$ cat config.mk
export PLATFORM = sky130hd
export DESIGN_NAME = ihdepq_cell
export DESIGN_NICKNAME = d
export VERILOG_FILES = /design/src/rtl/ihdepq_pkg.sv /design/src/rtl/ihdepq_cell.sv
export SDC_FILE = /design/constraint.sdc
export NUM_CORES = 1
export LEC_CHECK = 0
export BUFFER_PORTS_ARGS = -buffer_cell sky130_fd_sc_hd__clkbuf_2
export CORE_MARGIN = 4
export CORE_UTILIZATION = 48
export CTS_CLUSTER_SIZE = 40
export DETAILED_ROUTE_END_ITERATION = 8
export PLACE_DENSITY = 0.87
export SLEW_MARGIN = 0
export SYNTH_ARGS = -nofsm -noshare
export SYNTH_HDL_FRONTEND = slang
export SYNTH_SLANG_ARGS = --single-unit
$ cat constraint.sdc
create_clock -name clk_i -period 7.1 [get_ports clk_i]
set_clock_uncertainty 0.1 [all_clocks]
set_input_delay 0.71 -clock clk_i [delete_from_list [all_inputs] [get_ports clk_i]]
set_output_delay 0.71 -clock clk_i [all_outputs]
set_load 0.05 [all_outputs]
$ cat src/rtl/ihdepq_pkg.sv
`default_nettype none
package ihdepq_pkg;

  localparam int unsigned KEY_PORT_W = 32;

  localparam logic [1:0] OP_PUSH    = 2'd0;
  localparam logic [1:0] OP_POP_MIN = 2'd1;
  localparam logic [1:0] OP_POP_MAX = 2'd2;

  localparam logic [1:0] STATUS_DONE  = 2'd0;
  localparam logic [1:0] STATUS_EMPTY = 2'd1;
  localparam logic [1:0] STATUS_FULL  = 2'd2;

  typedef enum logic [1:0] {
    CMD_HOLD,
    CMD_INSERT,
    CMD_SHIFT
  } cell_cmd_e;

  typedef struct packed {
    cell_cmd_e               cmd;
    logic [KEY_PORT_W-1:0]   key;
  } cell_ctrl_t;

endpackage
`default_nettype wire

$ cat src/rtl/ihdepq_cell.sv
`default_nettype none
module ihdepq_cell
  import ihdepq_pkg::*;
#(
  parameter int unsigned IDX   = 0,
  parameter int unsigned CNT_W = 11,
  parameter int unsigned KW    = 32,
  parameter bit          DESC  = 1'b0
) (
  input  wire logic             clk_i,
  input  wire cell_ctrl_t       ctrl_i,
  input  wire logic [CNT_W-1:0] count_i,
  input  wire logic             prev_gt_i,
  input  wire logic [KW-1:0]    prev_key_i,
  input  wire logic [KW-1:0]    next_key_i,
  output logic                  gt_o,
  output logic [KW-1:0]         key_o
);

  logic [KW-1:0] key_q, key_d;
  logic [KW-1:0] new_key;
  logic          occ;
  logic          after;

  // gt_o: new key goes at or before this cell (empty cells count as after)
  assign new_key = ctrl_i.key[KW-1:0];
  assign occ     = CNT_W'(IDX) < count_i;
  assign after   = DESC ? (key_q < new_key) : (key_q > new_key);
  assign gt_o    = !occ || after;
  assign key_o   = key_q;

  always_comb begin
    key_d = key_q;
    case (ctrl_i.cmd)
      CMD_INSERT: begin
        if (prev_gt_i) begin
          key_d = prev_key_i;
        end else if (gt_o) begin
          key_d = new_key;
        end
      end
      CMD_SHIFT: key_d = next_key_i;
      default:   key_d = key_q;
    endcase
  end

  always_ff @(posedge clk_i) begin
    key_q <= key_d;
  end

endmodule
`default_nettype wire

==> results.toml <==
[routing]
drtIter0Drc = 86
vias_per_cell = 5.16
via_count = 2448
drcViolationCount = 0
finalWirelength_um = 6650
wl_per_cell_um = 14.0
drtAntennaViolNets = 0
first_pass_iters = 4

[sta]
grt_setup_unrepaired = "no"
setup_violations = 0
slew_headroom_pct = 24.3
max_freq_mhz = 312
hold_violations = 0
final.setup.tns_ns = 0
worst_pin_slew_ns = 1.14
slew_violations = 0
post-route-min-period_ns = 3.20
period_share_pct = 45.1
timing.final.ws_setup_ns = 3.90

[placed_design]
globalplace.congestion = 0.720
port-buffer-count = 143
dp_hpwl_um = 5450
pre_cts_slack_ns = 3.71

[logic_synthesis]
synthSimpleGateAreaFrac_pct = 12.2
synth_flop_cell = "edfxtp_1"
synth_top_family_by_area = "adder cells"
ys.warnings.count = 0
synthArstFlopShare_pct = 0
synthesis.nets = 406
yosys.area_share.adder_pct = 15.8
synth_edf_count = 32
yosys-top-cells-area = "edfxtp_1 (38%), ha_1 (16%), mux2i_1 (13%)"
ys_ff_latch = 32
ys_seq_area_share_pct = 38.0
synthMuxAreaShare_pct = 12.7
synth_area_um2 = 2530
syn_avg_cell_area_um2 = 9.61
synth_area_leader_cell = "edfxtp_1"
synth_xor_area_share_pct = 0
yosysUniqueCellTypes = 29
syn_inst = 263
synth.top_cell.area_share_pct = 38.0
synth-compound-area-share_pct = 14.4

[clock_network]
clkLatencyLatePin_ns = 0.29
cts-htree-levels = 2
cts.repair.resized = 0
cts_buffers = 5
tritoncts = "built"
clock-root-buffer = "clkbuf_8"
clock_path_buffers = 2
path_clk_slew_ns = 0.07
cts_hold_repair.buffers = 0
clock_sinks = 32
postCtsSetupBuffers = 0

[worst_setup_path]
crit_chain = "clkbuf_2 -> inv_1 -> ha_1 -> nand4_1 -> o311ai_0 -> or3_1 -> a22o_1 -> clkbuf_2"
r2r_setup_slack_ns = 4.18
crit_family = "compound AO/OA/AOI/OAI gates"
start_kind = "input port"
cp_max_fo = 3
crit_buf_inv = 3
cpPeakStageDelay_ns = 0.46
path_class = "input port to output pin"
worst_path_max_delay_cell = "o311ai_0"
r2r_cells = 5
crit_arrival_ns = 2.39
r2r-start = "key_o[11]"
path_common_cell = "clkbuf_2"
worst_setup_path_end_kind = "output pin"
r2r-end = "key_o[13]"
worst-endpoint-required_ns = 6.29

[floorplanning]
rows = 26
start_util_pct = 49.5
core_area_um2 = 5110
die_x_um = 80.5
pin_count = 144
die_y_um = 80.5
fp.dieArea_um2 = 6490

[power_and_ir_drop]
p_leak_nw = 1.77
ir_drop_mv = 0.0987
p_per_area_nw_per_um2 = 179

[global_routing]
grt_max_degree = 66
grt_pass1_vias = 2357
grt_use_total_pct = 20.8
antenna_found_initial = 0
grt_pass1_wl_um = 10500
gr-total-overflow = 0

[finish]
fill_cells = 415
insertedDiodeCount = 0
layout_common_cells = "clkbuf_2 (143), nand2_1 (36), inv_1 (33), o21ai_0 (33)"
largest_reg_flops = 32
final_common_cell = "clkbuf_2"
layout.nets = 546
syn2layout_area_growth_pct = 34.0
drive_above_1_share_pct = 38.6

[min_path]
holdPathStages = 3
hp-start = "next_key_i[12]"
hold_class = "input port to flop"
min_to = "key_o[12]"

[run]
drv_cap = 0

[outcome]
status = "finished clean"
-- where the power goes --
part | leakage, nW | internal (mW) | total [mW] | switching (mW)
Combinational | 1.42 | 0.0783 | 0.226 | 0.147
Sequential | 0.311 | 0.235 | 0.245 | 0.0104
Clock | 0.0399 | 0.0682 | 0.135 | 0.0667
Total | 1.77 | 0.381 | 0.606 | 0.225
-- cell type report --
cell class	instances	area, µm²	area share (%)
clock inverters	1	3.75	0.111
inverters	33	124	3.66
multi-input cells	187	1410	41.6
flip-flops and latches	32	961	28.4
well taps	70	87.6	2.59
repair buffers	144	723	21.4
clock buffers	7	76.3	2.25
-- cells by family (layout without fill, tap and decap cells) --
kind of cell	after synthesis	in the layout
AO/OA/AOI/OAI	61	61
AND/OR/NAND/NOR	62	62
flip-flops	32	32
multiplexers	32	32
adder cells (fa/ha/maj)	32	32
buffers and inverters	44	185
-- per-stage QoR --
step	utilization (%)	cell area (µm²)	power, mW	hold slack [ns]	cells
floorplan	-	2530	0.400	0.797	263
global placement	64.7	3310	0.468	0.886	466
detailed placement	64.7	3310	0.476	0.890	466
CTS	66.3	3390	0.611	0.590	474
global route	66.3	3390	0.641	0.603	474
finish	66.3	3390	0.606	0.595	474
-- cells in the mapped netlist, types with 3 or more instances --
| master | count |
|---|---|
| nand2_1 | 36 |
| inv_1 | 33 |
| o21ai_0 | 33 |
| edfxtp_1 | 32 |
| ha_1 | 32 |
| mux2i_1 | 32 |
| a21oi_1 | 11 |
| nand4_1 | 7 |
| clkbuf_1 | 6 |
| buf_2 | 5 |
| nand3_1 | 5 |
| a21o_1 | 3 |
| nor2b_1 | 3 |
| nor4_1 | 3 |
| o21a_1 | 3 |
-- per-layer routing --
metal	vias to the layer above	global-route usage, %	wire, µm
met5	-	0	0
met4	0	5.24	71
met3	6	5.83	525
met2	88	38.0	3420
met1	1116	23.6	2630
li1	1238	-	-
-- tightest hold or removal path, stage by stage --
cell and delay [ns]:
clkbuf_2 0.07, nand2_1 0.03, o21ai_0 0.05
-- worst max path at each step --
stage               startpoint   endpoint  cells after the start
floorplan            ctrl_i[1]   key_o[0]                      7
global placement    ctrl_i[11]  key_o[19]                      7
detailed placement  ctrl_i[11]  key_o[17]                      7
CTS                 ctrl_i[15]       gt_o                      8
global route         ctrl_i[7]       gt_o                      9
finish              ctrl_i[11]       gt_o                      8
Power figures use the tool's default switching activity.
